`src/hw/rtl/gkem_pkg.sv`:
```
package gkem_pkg;

    localparam int BUTTON_COUNT   = 12;
    localparam int STICK_DIRS     = 4;
    localparam int EVENT_SLOTS    = BUTTON_COUNT + STICK_DIRS;
    localparam int CODE_W         = 7;
    localparam int MAP_W          = 42;
    localparam int CFG_DATA_W     = MAP_W;
    localparam int CFG_INDEX_W    = 3;
    localparam int QUEUE_DEPTH    = 4;
    localparam int QUEUE_PTR_W    = $clog2(QUEUE_DEPTH);
    localparam int QUEUE_CNT_W    = $clog2(QUEUE_DEPTH + 1);
    localparam int SLOT_IDX_W     = $clog2(EVENT_SLOTS);

    localparam logic [CODE_W-1:0] KEY_CODE_LIMIT = 7'd127;

    localparam logic [CODE_W-1:0] ARROW_UP    = 7'd84;
    localparam logic [CODE_W-1:0] ARROW_DOWN  = 7'd85;
    localparam logic [CODE_W-1:0] ARROW_LEFT  = 7'd82;
    localparam logic [CODE_W-1:0] ARROW_RIGHT = 7'd83;

    // stick mask bits
    localparam int STICK_UP    = 0;
    localparam int STICK_DOWN  = 1;
    localparam int STICK_LEFT  = 2;
    localparam int STICK_RIGHT = 3;

    // configuration register indexes
    localparam logic [CFG_INDEX_W-1:0] CFG_KEY_MAP_LOW    = 3'd0;
    localparam logic [CFG_INDEX_W-1:0] CFG_KEY_MAP_HIGH   = 3'd1;
    localparam logic [CFG_INDEX_W-1:0] CFG_ANALOG_ENABLE  = 3'd2;
    localparam logic [CFG_INDEX_W-1:0] CFG_LOW_THRESHOLD  = 3'd3;
    localparam logic [CFG_INDEX_W-1:0] CFG_HIGH_THRESHOLD = 3'd4;

    localparam logic [MAP_W-1:0] KEY_MAP_LOW_RST  = 42'd2840491008059;
    localparam logic [MAP_W-1:0] KEY_MAP_HIGH_RST = 42'd4109187938931;
    localparam logic [7:0]       LOW_THRESH_RST   = 8'd40;
    localparam logic [7:0]       HIGH_THRESH_RST  = 8'd216;

    // one sample after classification: which event slots fire, and their level
    typedef struct packed {
        logic [EVENT_SLOTS-1:0] mask;
        logic [EVENT_SLOTS-1:0] press;
    } t_job;

    typedef struct packed {
        logic empty;
        logic full;
    } t_queue_status;

    function automatic logic [CODE_W-1:0] arrow_code(input logic [1:0] dir);
        logic [CODE_W-1:0] code;
        unique case (dir)
            2'd0:    code = ARROW_UP;
            2'd1:    code = ARROW_DOWN;
            2'd2:    code = ARROW_LEFT;
            default: code = ARROW_RIGHT;
        endcase
        return code;
    endfunction

    function automatic logic [7:0] ascii_of(input logic [CODE_W-1:0] code);
        logic [7:0] ch;
        case (code) inside
            [7'd1:7'd26]:  ch = 8'({1'b0, code}) + 8'h60;   // a..z
            [7'd27:7'd36]: ch = 8'({1'b0, code}) + 8'd21;   // 0..9
            [7'd37:7'd46]: ch = 8'({1'b0, code}) + 8'd11;   // keypad 0..9
            7'd59:         ch = 8'd27;
            7'd63:         ch = 8'd8;
            7'd64:         ch = 8'd9;
            7'd67, 7'd91:  ch = 8'd13;
            7'd75:         ch = 8'h20;
            7'd86:         ch = 8'h2f;
            7'd87:         ch = 8'h2a;
            7'd88:         ch = 8'h2d;
            7'd89:         ch = 8'h2b;
            7'd103:        ch = 8'h3d;
            default:       ch = 8'd0;
        endcase
        return ch;
    endfunction

endpackage

```
`src/hw/rtl/gkem_front.sv`:
```
module gkem_front (
    input  logic                                i_clk,
    input  logic                                i_rst_n,
    input  logic                                i_valid,
    output logic                                o_stall,
    input  logic [gkem_pkg::BUTTON_COUNT-1:0]   i_buttons,
    input  logic [7:0]                          i_stick_x,
    input  logic [7:0]                          i_stick_y,
    input  logic [2*gkem_pkg::MAP_W-1:0]        i_key_map,
    input  logic                                i_analog_enable,
    input  logic [7:0]                          i_low_threshold,
    input  logic [7:0]                          i_high_threshold,
    input  gkem_pkg::t_queue_status             i_queue,
    output logic                                o_push,
    output gkem_pkg::t_job                      o_job
);
    import gkem_pkg::*;

    logic [BUTTON_COUNT-1:0] r_prev_buttons;
    logic [STICK_DIRS-1:0]   r_prev_mask;
    logic [BUTTON_COUNT-1:0] w_enabled;
    logic [STICK_DIRS-1:0]   w_mask;
    logic [STICK_DIRS-1:0]   w_diff;
    logic                    w_accept;

    assign o_stall  = i_queue.full;
    assign w_accept = i_valid && !i_queue.full;
    assign o_push   = w_accept;

    always_comb begin
        for (int i = 0; i < BUTTON_COUNT; i++) begin
            w_enabled[i] = i_key_map[i*CODE_W +: CODE_W] != KEY_CODE_LIMIT;
        end
    end

    // low threshold wins when both hit
    always_comb begin
        w_mask[STICK_UP]    = i_stick_y <= i_low_threshold;
        w_mask[STICK_DOWN]  = !w_mask[STICK_UP] && (i_stick_y >= i_high_threshold);
        w_mask[STICK_LEFT]  = i_stick_x <= i_low_threshold;
        w_mask[STICK_RIGHT] = !w_mask[STICK_LEFT] && (i_stick_x >= i_high_threshold);
        w_diff = i_analog_enable ? (w_mask ^ r_prev_mask) : '0;
    end

    assign o_job.mask  = {w_diff, (i_buttons ^ r_prev_buttons) & w_enabled};
    assign o_job.press = {w_mask, i_buttons};

    always_ff @(posedge i_clk) begin
        if (!i_rst_n) begin
            r_prev_buttons <= '0;
            r_prev_mask    <= '0;
        end else if (w_accept) begin
            r_prev_buttons <= i_buttons;
            if (i_analog_enable) begin
                r_prev_mask <= w_mask;
            end
        end
    end

endmodule

```
`src/hw/rtl/gkem_queue.sv`:
```
module gkem_queue (
    input  logic                    i_clk,
    input  logic                    i_rst_n,
    input  logic                    i_push,
    input  gkem_pkg::t_job          i_job,
    input  logic                    i_pop,
    output gkem_pkg::t_job          o_head,
    output gkem_pkg::t_queue_status o_status
);
    import gkem_pkg::*;

    t_job                   r_mem [QUEUE_DEPTH];
    logic [QUEUE_PTR_W-1:0] r_wr_ptr;
    logic [QUEUE_PTR_W-1:0] r_rd_ptr;
    logic [QUEUE_CNT_W-1:0] r_count;

    assign o_head          = r_mem[r_rd_ptr];
    assign o_status.empty  = r_count == '0;
    assign o_status.full   = r_count == QUEUE_CNT_W'(QUEUE_DEPTH);

    always_ff @(posedge i_clk) begin
        if (i_push) begin
            r_mem[r_wr_ptr] <= i_job;
        end
    end

    always_ff @(posedge i_clk) begin
        if (!i_rst_n) begin
            r_wr_ptr <= '0;
            r_rd_ptr <= '0;
            r_count  <= '0;
        end else begin
            if (i_push) begin
                r_wr_ptr <= r_wr_ptr + 1'b1;
            end
            if (i_pop) begin
                r_rd_ptr <= r_rd_ptr + 1'b1;
            end
            if (i_push && !i_pop) begin
                r_count <= r_count + 1'b1;
            end else if (!i_push && i_pop) begin
                r_count <= r_count - 1'b1;
            end
        end
    end

endmodule

```
`src/hw/rtl/gkem_back.sv`:
```
module gkem_back (
    input  logic                            i_clk,
    input  logic                            i_rst_n,
    input  gkem_pkg::t_job                  i_head,
    input  gkem_pkg::t_queue_status         i_queue,
    output logic                            o_pop,
    input  logic [2*gkem_pkg::MAP_W-1:0]    i_key_map,
    output logic                            o_valid,
    input  logic                            i_stall,
    output logic                            o_event_valid,
    output logic [gkem_pkg::CODE_W-1:0]     o_key_code,
    output logic                            o_pressed,
    output logic [7:0]                      o_char_code,
    output logic                            o_last_event
);
    import gkem_pkg::*;

    logic                    r_busy;
    logic [EVENT_SLOTS-1:0]  r_rem;
    logic [EVENT_SLOTS-1:0]  r_press;
    logic                    r_valid;
    logic                    r_event_valid;
    logic [CODE_W-1:0]       r_key_code;
    logic                    r_pressed;
    logic [7:0]              r_char_code;
    logic                    r_last_event;

    logic [EVENT_SLOTS-1:0]  w_src_mask;
    logic [EVENT_SLOTS-1:0]  w_src_press;
    logic                    w_src_valid;
    logic [EVENT_SLOTS-1:0]  w_rest;
    logic [SLOT_IDX_W-1:0]   w_idx;
    logic [CODE_W-1:0]       w_codes [EVENT_SLOTS];
    logic [CODE_W-1:0]       w_code;
    logic                    w_any;
    logic                    w_press;
    logic                    w_advance;
    logic                    w_fire;

    // a partly emitted sample takes priority over the queue head
    assign w_src_mask  = r_busy ? r_rem   : i_head.mask;
    assign w_src_press = r_busy ? r_press : i_head.press;
    assign w_src_valid = r_busy || !i_queue.empty;
    assign w_rest      = w_src_mask & (w_src_mask - 1'b1);
    assign w_any       = w_src_mask != '0;

    always_comb begin
        w_idx = '0;
        for (int i = EVENT_SLOTS - 1; i >= 0; i--) begin
            if (w_src_mask[i]) begin
                w_idx = SLOT_IDX_W'(i);
            end
        end
    end

    always_comb begin
        for (int i = 0; i < BUTTON_COUNT; i++) begin
            w_codes[i] = i_key_map[i*CODE_W +: CODE_W];
        end
        for (int i = 0; i < STICK_DIRS; i++) begin
            w_codes[BUTTON_COUNT+i] = arrow_code(2'(i));
        end
    end

    assign w_code    = w_codes[w_idx];
    assign w_press   = w_src_press[w_idx];
    assign w_advance = !r_valid || !i_stall;
    assign w_fire    = w_advance && w_src_valid;
    assign o_pop     = w_fire && !r_busy;

    always_ff @(posedge i_clk) begin
        if (!i_rst_n) begin
            r_busy  <= 1'b0;
            r_valid <= 1'b0;
        end else if (w_fire) begin
            r_busy  <= w_rest != '0;
            r_valid <= 1'b1;
        end else if (w_advance) begin
            r_valid <= 1'b0;
        end
    end

    always_ff @(posedge i_clk) begin
        if (w_fire) begin
            r_rem         <= w_rest;
            r_press       <= w_src_press;
            r_event_valid <= w_any;
            r_key_code    <= w_any ? w_code : '0;
            r_pressed     <= w_any && w_press;
            // stick events carry no character
            r_char_code   <= (w_any && w_press && (w_idx < SLOT_IDX_W'(BUTTON_COUNT)))
                             ? ascii_of(w_code) : 8'd0;
            r_last_event  <= w_rest == '0;
        end
    end

    assign o_valid       = r_valid;
    assign o_event_valid = r_event_valid;
    assign o_key_code    = r_key_code;
    assign o_pressed     = r_pressed;
    assign o_char_code   = r_char_code;
    assign o_last_event  = r_last_event;

endmodule

```
`src/hw/rtl/gamepad_key_event_mapper.sv`:
```
// Gamepad key event mapper. Each accepted beat is one poll sample; it yields
// one result beat per changed, enabled button (slot order 0..11), then one per
// changed stick direction (up, down, left, right) when analog mapping is on,
// or a single empty marker when nothing changed. The last beat of a sample
// has o_last_event set. Samples are classified on entry and parked in a
// 4-entry queue, so a new sample is taken every cycle while the queue has
// room. The emitter drains one result per cycle while i_stall is low; a
// sample yields max(n, 1) results, n being its event count (at most 16), the
// first registered by the emitter once the sample is in the queue.
// Configuration writes must only happen while no sample is in flight.
module gamepad_key_event_mapper (
    input  logic                                i_clk,
    input  logic                                i_rst_n,
    input  logic                                i_cfg_we,
    input  logic [gkem_pkg::CFG_INDEX_W-1:0]    i_cfg_index,
    input  logic [gkem_pkg::CFG_DATA_W-1:0]     i_cfg_data,
    input  logic                                i_valid,
    output logic                                o_stall,
    input  logic [gkem_pkg::BUTTON_COUNT-1:0]   i_buttons,
    input  logic [7:0]                          i_stick_x,
    input  logic [7:0]                          i_stick_y,
    output logic                                o_valid,
    input  logic                                i_stall,
    output logic                                o_event_valid,
    output logic [gkem_pkg::CODE_W-1:0]         o_key_code,
    output logic                                o_pressed,
    output logic [7:0]                          o_char_code,
    output logic                                o_last_event
);
    import gkem_pkg::*;

    logic [MAP_W-1:0]   r_key_map_low;
    logic [MAP_W-1:0]   r_key_map_high;
    logic               r_analog_enable;
    logic [7:0]         r_low_threshold;
    logic [7:0]         r_high_threshold;

    logic [2*MAP_W-1:0] w_key_map;
    t_job               w_job;
    t_job               w_head;
    t_queue_status      w_queue;
    logic               w_push;
    logic               w_pop;

    assign w_key_map = {r_key_map_high, r_key_map_low};

    always_ff @(posedge i_clk) begin
        if (!i_rst_n) begin
            r_key_map_low    <= KEY_MAP_LOW_RST;
            r_key_map_high   <= KEY_MAP_HIGH_RST;
            r_analog_enable  <= 1'b1;
            r_low_threshold  <= LOW_THRESH_RST;
            r_high_threshold <= HIGH_THRESH_RST;
        end else if (i_cfg_we) begin
            unique case (i_cfg_index)
                CFG_KEY_MAP_LOW:    r_key_map_low    <= i_cfg_data;
                CFG_KEY_MAP_HIGH:   r_key_map_high   <= i_cfg_data;
                CFG_ANALOG_ENABLE:  r_analog_enable  <= i_cfg_data[0];
                CFG_LOW_THRESHOLD:  r_low_threshold  <= i_cfg_data[7:0];
                CFG_HIGH_THRESHOLD: r_high_threshold <= i_cfg_data[7:0];
                default: ;
            endcase
        end
    end

    gkem_front u_front (
        .i_clk            (i_clk),
        .i_rst_n          (i_rst_n),
        .i_valid          (i_valid),
        .o_stall          (o_stall),
        .i_buttons        (i_buttons),
        .i_stick_x        (i_stick_x),
        .i_stick_y        (i_stick_y),
        .i_key_map        (w_key_map),
        .i_analog_enable  (r_analog_enable),
        .i_low_threshold  (r_low_threshold),
        .i_high_threshold (r_high_threshold),
        .i_queue          (w_queue),
        .o_push           (w_push),
        .o_job            (w_job)
    );

    gkem_queue u_queue (
        .i_clk    (i_clk),
        .i_rst_n  (i_rst_n),
        .i_push   (w_push),
        .i_job    (w_job),
        .i_pop    (w_pop),
        .o_head   (w_head),
        .o_status (w_queue)
    );

    gkem_back u_back (
        .i_clk         (i_clk),
        .i_rst_n       (i_rst_n),
        .i_head        (w_head),
        .i_queue       (w_queue),
        .o_pop         (w_pop),
        .i_key_map     (w_key_map),
        .o_valid       (o_valid),
        .i_stall       (i_stall),
        .o_event_valid (o_event_valid),
        .o_key_code    (o_key_code),
        .o_pressed     (o_pressed),
        .o_char_code   (o_char_code),
        .o_last_event  (o_last_event)
    );

endmodule

```
`config.mk`:
```
export PLATFORM = sky130hd
export DESIGN_NAME = gamepad_key_event_mapper
export DESIGN_NICKNAME = d
export VERILOG_FILES = /design/src/hw/rtl/gkem_pkg.sv /design/src/hw/rtl/gkem_front.sv /design/src/hw/rtl/gkem_queue.sv /design/src/hw/rtl/gkem_back.sv /design/src/hw/rtl/gamepad_key_event_mapper.sv
export SDC_FILE = /design/constraint.sdc
export NUM_CORES = 1
export LEC_CHECK = 0
export BUFFER_PORTS_ARGS = -buffer_cell sky130_fd_sc_hd__buf_2
export CAP_MARGIN = 15
export CORE_MARGIN = 2
export CORE_UTILIZATION = 38
export DETAILED_ROUTE_END_ITERATION = 7
export GPL_TIMING_DRIVEN = 1
export HOLD_SLACK_MARGIN = 0.1
export SLEW_MARGIN = 30
export SYNTH_ARGS = -nofsm -noshare
export SYNTH_HDL_FRONTEND = slang
export SYNTH_SLANG_ARGS = --single-unit
```
`constraint.sdc`:
```
create_clock -name i_clk -period 6.5 [get_ports i_clk]
set_input_delay 0.325 -clock i_clk [delete_from_list [all_inputs] [get_ports i_clk]]
set_output_delay 0.325 -clock i_clk [all_outputs]
set_load 0.005 [all_outputs]
```
==> results by group, run 1 <==
GRT
  – Number of global-route vias before repair: 11200
  – Total track usage: 20.5%
  – Grt total ovfl: 0
  – Largest net degree at the start of global routing: 81
  – Initial antenna violation count: 0
  – First-pass GRT wire length: 65.8 mm

Hold path
  – Hold depth: 3
  – Hold Startpoint: i_cfg_data[0]
  – Hold EP: r_high_threshold[0]
  – Hold Crit Class: input pin to register

Worst setup path
  – FF-to-FF Start: u_back.r_busy
  – Kind of end point of the critical path: register
  – Crit-path max cell delay: 0.94 ns
  – Max FO, Critical Path: 25
  – Type of the worst setup path: register to register
  – Worst Reg-to-Reg Cells: 16
  – Cell chain of the critical path: nor2_1, a22oi_1, o21a_1, a211oi_1, o211a_2, o21ai_2, buf_4, mux2_4, a311oi_2, or2_1, o21ai_1, and3_1, o31ai_2, nand2_1, a221oi_1, nor2_1
  – Startpoint Class: register
  – Reg-to-Reg End: u_back.o_char_code[5]
  – Critical path arrival: 6.36 ns
  – CP most frequent cell: nor2_1
  – CP Data Required Time: 6.76 ns
  – Top delay family on crit path: compound AO/OA/AOI/OAI gates
  – Crit path buf inv count: 1
  – CP max-delay cell: dfxtp_1
  – Reg2Reg Setup Slack: 0.39 ns

Cells and area
  – Area Growth Syn to Fin: 17.8%
  – N_diodes: 0
  – Final Net Count: 1654
  – Most common cell after layout, fill and taps aside: nand2_1
  – Fillers: 3676
  – Leading cell types in the layout, fill and taps excluded: nand2_1 (261), edfxtp_1 (177), dfxtp_1 (126)
  – Layout cell share with drive strength beyond 1: 18.4%

Timing
  – Worst Tran Pin Value: 0.945 ns
  – Finish-stage setup viols: 0
  – Clock Skew: 0.0268 ns
  – Worst slew margin: 36.9%
  – Tmin final: 6.11 ns
  – Tcrit/Tclk final: 94.0%
  – Final WS setup: 0.393 ns
  – RSZ-0062 raised after global routing: no
  – Fin Setup TNS: 0 ns
  – Final hold violations: 0
  – Max Freq: 0.164 GHz
  – Max Slew Vio Count: 0

Clock network
  – CTS resizes: 0
  – Postcts setup bufs: 0
  – Number of buffers created by CTS: 35
  – CTS tree: done
  – TritonCTS sink count: 305
  – Worst-skew pair later-pin latency: 0.54 ns
  – Clock Pin Slew Worst Setup and Hold Paths: 0.06 ns
  – Clk buf depth: 3
  – Root buffer cell: clkbuf_16
  – # H-tree levels: 2

Synthesis
  – Syn_nets: 1516
  – Post-synth top area share: 34.8%
  – Mapped Area: 15300 um^2
  – Top cells by area, synth: edfxtp_1 (35%), dfxtp_1 (17%), nand2_1 (6.4%)
  – Gate count of the mapped netlist: 1391
  – Sequential share of the synthesized area: 51.5%
  – Count of cell types in the netlist: 106
  – FF+latch count, synth: 305
  – Ys Warns: 0
  – FFs w/ async S/R, synth: 0%
  – Largest area contributor in the netlist: edfxtp_1
  – Syn avg cell area: 11.0 um^2
  – Dominant synthesized flop cell: edfxtp_1
  – EDFF count, synth: 177

Die
  – Die W: 205 um
  – Placeable core area: 39700 um^2
  – IO Pins: 98
  – Die area: 41800 um^2
  – Die height: 205 um
  – Starting Density: 38.5%
  – Row cnt: 73

Drt
  – Drt initial violations: 829
  – 1st-pass router iterations: 5
  – Post-route DRC: 0
  – Total number of vias: 11400
  – Vias per cell: 5.47
  – Average wire per standard cell: 20.6 um
  – Final wirelength: 42.9 mm
  – Routed Antenna Nets: 0

Power and ir drop
  – Leak Pwr: 6.75 nW
  – Power density over cell area: 504 nW/um^2
  – Max VDD drop: 234 uV

Place
  – Gpl congestion: 0.923
  – Place WS: 0.549 ns
  – I/O Buffers: 97
  – HPWL after detailed placement: 30.8 mm

Status
  – Run status: completed

Flow run
  – Max-cap violation count: 0
-- registers in the layout, summed over array words and instances (netlist names), 3 cells and up, named ones only --
signal                  count
r_high_threshold            8
r_key_map_high             42
r_key_map_low              42
r_low_threshold             8
u_back.o_char_code          8
u_back.o_key_code           7
u_back.r_press             16
u_back.r_rem               15
u_front.r_prev_buttons     12
u_front.r_prev_mask         4
u_queue.r_count             3
u_queue.r_mem             128
-- repair_timing --
item | 4_1_cts | 5_1_grt
hold buffers | 50 | 0
endpoints found under the hold margin | 137 | 0
endpoints found under the setup margin | 0 | 0
-- metal layers --
metal	wire (um)	vias to the layer above	share of wire (%)	GRT usage [%]
li1	-	5376	-	-
met1	18900	5560	44	27.4
met2	20000	372	47	33.6
met3	2460	74	5.7	3.39
met4	1480	0	3.5	7.40
met5	0	-	0	0
-- Yosys cell counts, types with 4 or more instances --
master / instances
a2111oi_0: 4
a211oi_1: 7
a21boi_0: 63
a21o_1: 4
a21oi_1: 31
a21oi_2: 5
a22oi_1: 6
a41oi_1: 13
and2_1: 19
and3_1: 10
and4_1: 13
buf_2: 5
buf_4: 8
buf_6: 8
clkbuf_1: 43
dfxtp_1: 128
edfxtp_1: 177
ha_1: 46
inv_1: 42
inv_2: 5
mux2_2: 20
mux2i_1: 61
mux4_2: 23
nand2_1: 261
nand2b_1: 20
nand3_1: 72
nor2_1: 54
nor2_2: 4
nor2b_1: 11
nor3_1: 17
nor3b_1: 7
nor4_1: 7
o211ai_1: 22
o21a_1: 5
o21ai_0: 25
o21ai_1: 7
o221ai_1: 4
o31a_1: 4
xnor2_1: 21
xor2_1: 6
-- metrics by stage --
step | instances | hold WS [ns] | power (mW) | util [%] | area (um^2)
floorplan | 1391 | 0.424 | 5.84 | - | 15300
global placement | 1966 | 0.453 | 6.92 | 40.9 | 16200
detailed placement | 1967 | 0.458 | 6.92 | 41.0 | 16300
CTS | 2080 | 0.101 | 9.05 | 45.3 | 18000
global route | 2080 | 0.114 | 9.59 | 45.3 | 18000
finish | 2080 | 0.106 | 9.07 | 45.3 | 18000
-- logic make-up (layout without fill, tap and decap cells) --
family	Yosys count	in the layout	synth area share [%]
adders and majority gates	48	48	3.96
xor gates and xnor gates	27	27	1.55
and+or+nand+nor	517	517	15.8
AOI/OAI and AO/OA	265	265	13.7
buffers and inverters	116	280	3.69
muxes	113	113	9.72
DFF	305	305	51.5
-- report_power, final --
| part | switching (mW) | internal, mW |
|---|---|---|
| Combinational | 2.69 | 1.59 |
| Clock | 0.803 | 1.28 |
| Sequential | 0.183 | 2.52 |
-- layout make-up --
type                    instances  area, um^2  share of cell area (%)
multi-input cells             970        6890                    38.3
well taps                     525         657                    3.65
inverters                      48         185                    1.03
flip-flops and latches        305        7880                    43.7
clock inverters                22         288                    1.60
repair buffers                169        1170                    6.52
clock buffers                  41         940                    5.22
-- worst reg2reg max path, delay by kind of cell (launching register included) --
kind / cells / cell delay [ns]
simple gates: 5 / 1.38
compound gates: 9 / 2.94
buf+inv: 1 / 0.26
mux: 1 / 0.33
flops: 1 / 0.94
-- how the worst max path moves through the flow --
stage	startpoint	end	cells past startpoint
finish	u_back.r_busy	u_back.o_char_code[5]	16
global route	u_back.r_busy	u_back.o_char_code[3]	18
CTS	u_back.r_busy	u_back.o_char_code[3]	18
detailed placement	u_back.r_busy	u_back.o_char_code[5]	16
global placement	u_back.r_busy	u_back.o_char_code[3]	18
floorplan	u_back.r_busy	u_queue.r_count[2]	12
Power figures use the tool's default switching activity.
==> run 2, diff against run 1 <==
--- a/config.mk
+++ b/config.mk
@@ -7,7 +7,6 @@
 export LEC_CHECK = 0
 export BUFFER_PORTS_ARGS = -buffer_cell sky130_fd_sc_hd__buf_2
 export CAP_MARGIN = 15
-export CORE_MARGIN = 2
 export CORE_UTILIZATION = 38
 export DETAILED_ROUTE_END_ITERATION = 7
 export GPL_TIMING_DRIVEN = 1
==> run 2 against run 1 <==
Compared with the run above:
- sequential share of layout area grew 0.57 points
- global-route usage grew 0.62 points
- power shrank 4.3%
- critical path depth grew 3
- register-to-register slack gained 0.05 ns
- worst setup slack gained 0.046 ns
- wire length grew 0.94%
- die area shrank 1.9%
- hold slack gained 0.040 ns
- count of clock-buffer cells in the layout grew 2
- non-clock buffer count grew 5
- combinational power is essentially flat
- critical endpoint is now u_back.o_char_code[3]
- largest cell class unchanged
==> results by group, run 2 (synthesis gave the netlist of run 1 again) <==
Status
  – Run status: completed

Timing
  – Final hold violations: 0 (unchanged)
  – Worst slew margin: 40.9% (+4.0 points)
  – Finish-stage setup viols: 0 (unchanged)
  – Fin Setup TNS: 0 ns (unchanged)
  – Clock Skew: 0.0172 ns (-0.00958 ns)
  – Max Slew Vio Count: 0 (unchanged)
  – RSZ-0062 raised after global routing: no
  – Worst Tran Pin Value: 0.880 ns (-0.0646 ns)
  – Tcrit/Tclk final: 93.3% (-0.70 points)
  – Tmin final: 6.06 ns (-0.0457 ns)
  – Max Freq: 0.165 GHz (+0.75%)

Hold path
  – Hold Startpoint: i_rst_n
  – Hold depth: 2 (-1)
  – Hold Crit Class: input pin to register
  – Hold EP: r_analog_enable

Power and ir drop
  – Max VDD drop: 247 uV (+5.4%)
  – Leak Pwr: 6.63 nW (-1.7%)
  – Power density over cell area: 488 nW/um^2 (-3.0%)

Worst setup path
  – Reg-to-Reg End: u_back.o_char_code[3]
  – CP max-delay cell: dfxtp_2
  – Max FO, Critical Path: 20 (-20%)
  – Startpoint Class: register
  – Crit-path max cell delay: 0.65 ns (-0.29 ns)
  – Cell chain of the critical path: mux2_1, o41ai_1, o21bai_2, nand3_2, o2bb2ai_4, buf_4, mux2i_1, nor3_1, nor3_1, a211oi_2, ha_1, inv_1, nor3_1, and4_1, o21ai_1, a21oi_2, nor4b_1, a211o_1, a21boi_1
  – Critical path arrival: 6.50 ns (+0.14 ns)
  – Reg2Reg Setup Slack: 0.44 ns (+0.05 ns)
  – CP Data Required Time: 6.94 ns (+0.18 ns)
  – Worst Reg-to-Reg Cells: 19 (+3)
  – Type of the worst setup path: register to register
  – Kind of end point of the critical path: register
  – CP most frequent cell: nor3_1

Cells and area
  – N_diodes: 0 (unchanged)
  – Top flop regs: u_queue.r_mem x128, r_key_map_high x42, r_key_map_low x42
  – Max reg flops: 128 (unchanged)
  – Leading cell types in the layout, fill and taps excluded: nand2_1 (261), edfxtp_1 (177), dfxtp_1 (125)
  – Largest Register: u_queue.r_mem
  – Final cell count without fillers: 2079 (-0.048%)
  – Area Growth Syn to Fin: 16.3%
  – Final Net Count: 1655 (+0.060%)
  – Layout cell share with drive strength beyond 1: 17.7% (-0.70 points)
  – Most common cell after layout, fill and taps aside: nand2_1

Die
  – IO Pins: 98 (unchanged)
  – Placeable core area: 39700 um^2 (unchanged)
  – Die area: 41000 um^2 (-1.9%)
  – Die height: 203 um (-0.98%)
  – Die W: 203 um (-0.98%)
  – Starting Density: 38.5% (unchanged)
  – Row cnt: 73 (unchanged)

Clock network
  – # H-tree levels: 1 (-1)
  – Number of buffers created by CTS: 31 (-11%)
  – Clock Pin Slew Worst Setup and Hold Paths: 0.07 ns (about the same)
  – Root buffer cell: clkbuf_16
  – Worst-skew pair later-pin latency: 0.59 ns (+0.05 ns)
  – TritonCTS sink count: 305 (unchanged)
  – Clk buf depth: 3 (unchanged)
  – CTS tree: done

Drt
  – Total number of vias: 11400 (+0.36%)
  – 1st-pass router iterations: 5 (unchanged)
  – Final wirelength: 43.3 mm (+0.94%)
  – Post-route DRC: 0 (unchanged)
  – Drt initial violations: 913 (+10%)
  – Routed Antenna Nets: 0 (unchanged)
  – Vias per cell: 5.49 (+0.41%)
  – Average wire per standard cell: 20.8 um (+0.98%)

GRT
  – First-pass GRT wire length: 67.1 mm (+2.0%)
  – Initial antenna violation count: 0 (unchanged)
  – Grt total ovfl: 0 (unchanged)
  – Number of global-route vias before repair: 11400 (+2.0%)
  – Total track usage: 21.1% (+0.62 points)
  – Largest net degree at the start of global routing: 81 (unchanged)

Place
  – Inst Count DP: 1967 (unchanged)
  – I/O Buffers: 97 (unchanged)
  – HPWL after detailed placement: 31.3 mm (+1.8%)
  – Gpl congestion: 0.961 (+4.2%)

Flow run
  – Max-cap violation count: 0 (unchanged)
-- run 2: routing by layer --
layer / global-route usage, % / vias to the layer above / share of wire [%]
met5: 0 / - / 0
met4: 8.27 / 0 / 3.9
met3: 2.81 / 97 / 5.2
met2: 34.5 / 382 / 47
met1: 28.4 / 5551 / 44
li1: - / 5393 / -
-- run 2: report_power, final --
group / switching [mW] / leakage [nW] / internal [mW]
logic: 2.68 / 3.45 / 1.58
registers: 0.187 / 2.71 / 2.52
clock network: 0.753 / 0.472 / 0.965
total: 3.62 / 6.63 / 5.07
-- run 2: area by class of cell --
class / count / area, um^2
clock buffers: 43 / 861
inverters: 48 / 185
flip-flops and latches: 305 / 7880
well taps: 525 / 657
clock inverters: 14 / 113
repair buffers: 174 / 1200
multi-input cells: 970 / 6890
fillers: 3745 / 21900
-- run 2: worst max path at each step --
stage	startpoint	endpoint	slack, ns	depth (start not counted)
5_1_grt	register	u_back.o_char_code[3]	0.08	19
3_5_place_dp	u_back.r_busy	u_back.o_char_code[3]	0.45	19
2_1_floorplan	u_back.r_busy	u_queue.r_count[2]	1.76	12
6_report	register	u_back.o_char_code[3]	0.44	19
4_1_cts	u_back.r_busy	u_back.o_char_code[3]	0.42	19
3_3_place_gp	u_back.r_busy	u_back.o_char_code[3]	0.56	18
-- run 2: per-stage QoR --
stage | instance area [um^2] | hold WS, ns | total power, mW | setup slack (ns) | util (%)
final | 17800 | 0.147 | 8.69 | 0.438 | 44.8
after global routing | 17800 | 0.169 | 9.18 | 0.0808 | 44.8
after CTS | 17800 | 0.136 | 8.68 | 0.418 | 44.8
after detailed placement | 16300 | 0.461 | 6.92 | 0.448 | 40.9
after global placement | 16200 | 0.453 | 6.94 | 0.556 | 40.9
after floorplan | 15300 | 0.424 | 5.84 | 1.76 | -
-- run 2: worst max-delay path: cells and delay by family, from the launching register on --
kind | cells | cell delay, ns
simple gates | 6 | 1.11
buf+inv | 2 | 0.49
flops | 1 | 0.65
compound gates | 8 | 2.68
mux | 2 | 0.51
fa+ha+maj | 1 | 0.44
-- run 2: repair_timing --
item / in CTS / in global routing
hold buffers: 55 / 0
resized for setup: 0 / 1
endpoints found under the setup margin: 0 / 3
setup buffers: 0 / 0
hold endpoints to repair: 162 / 0
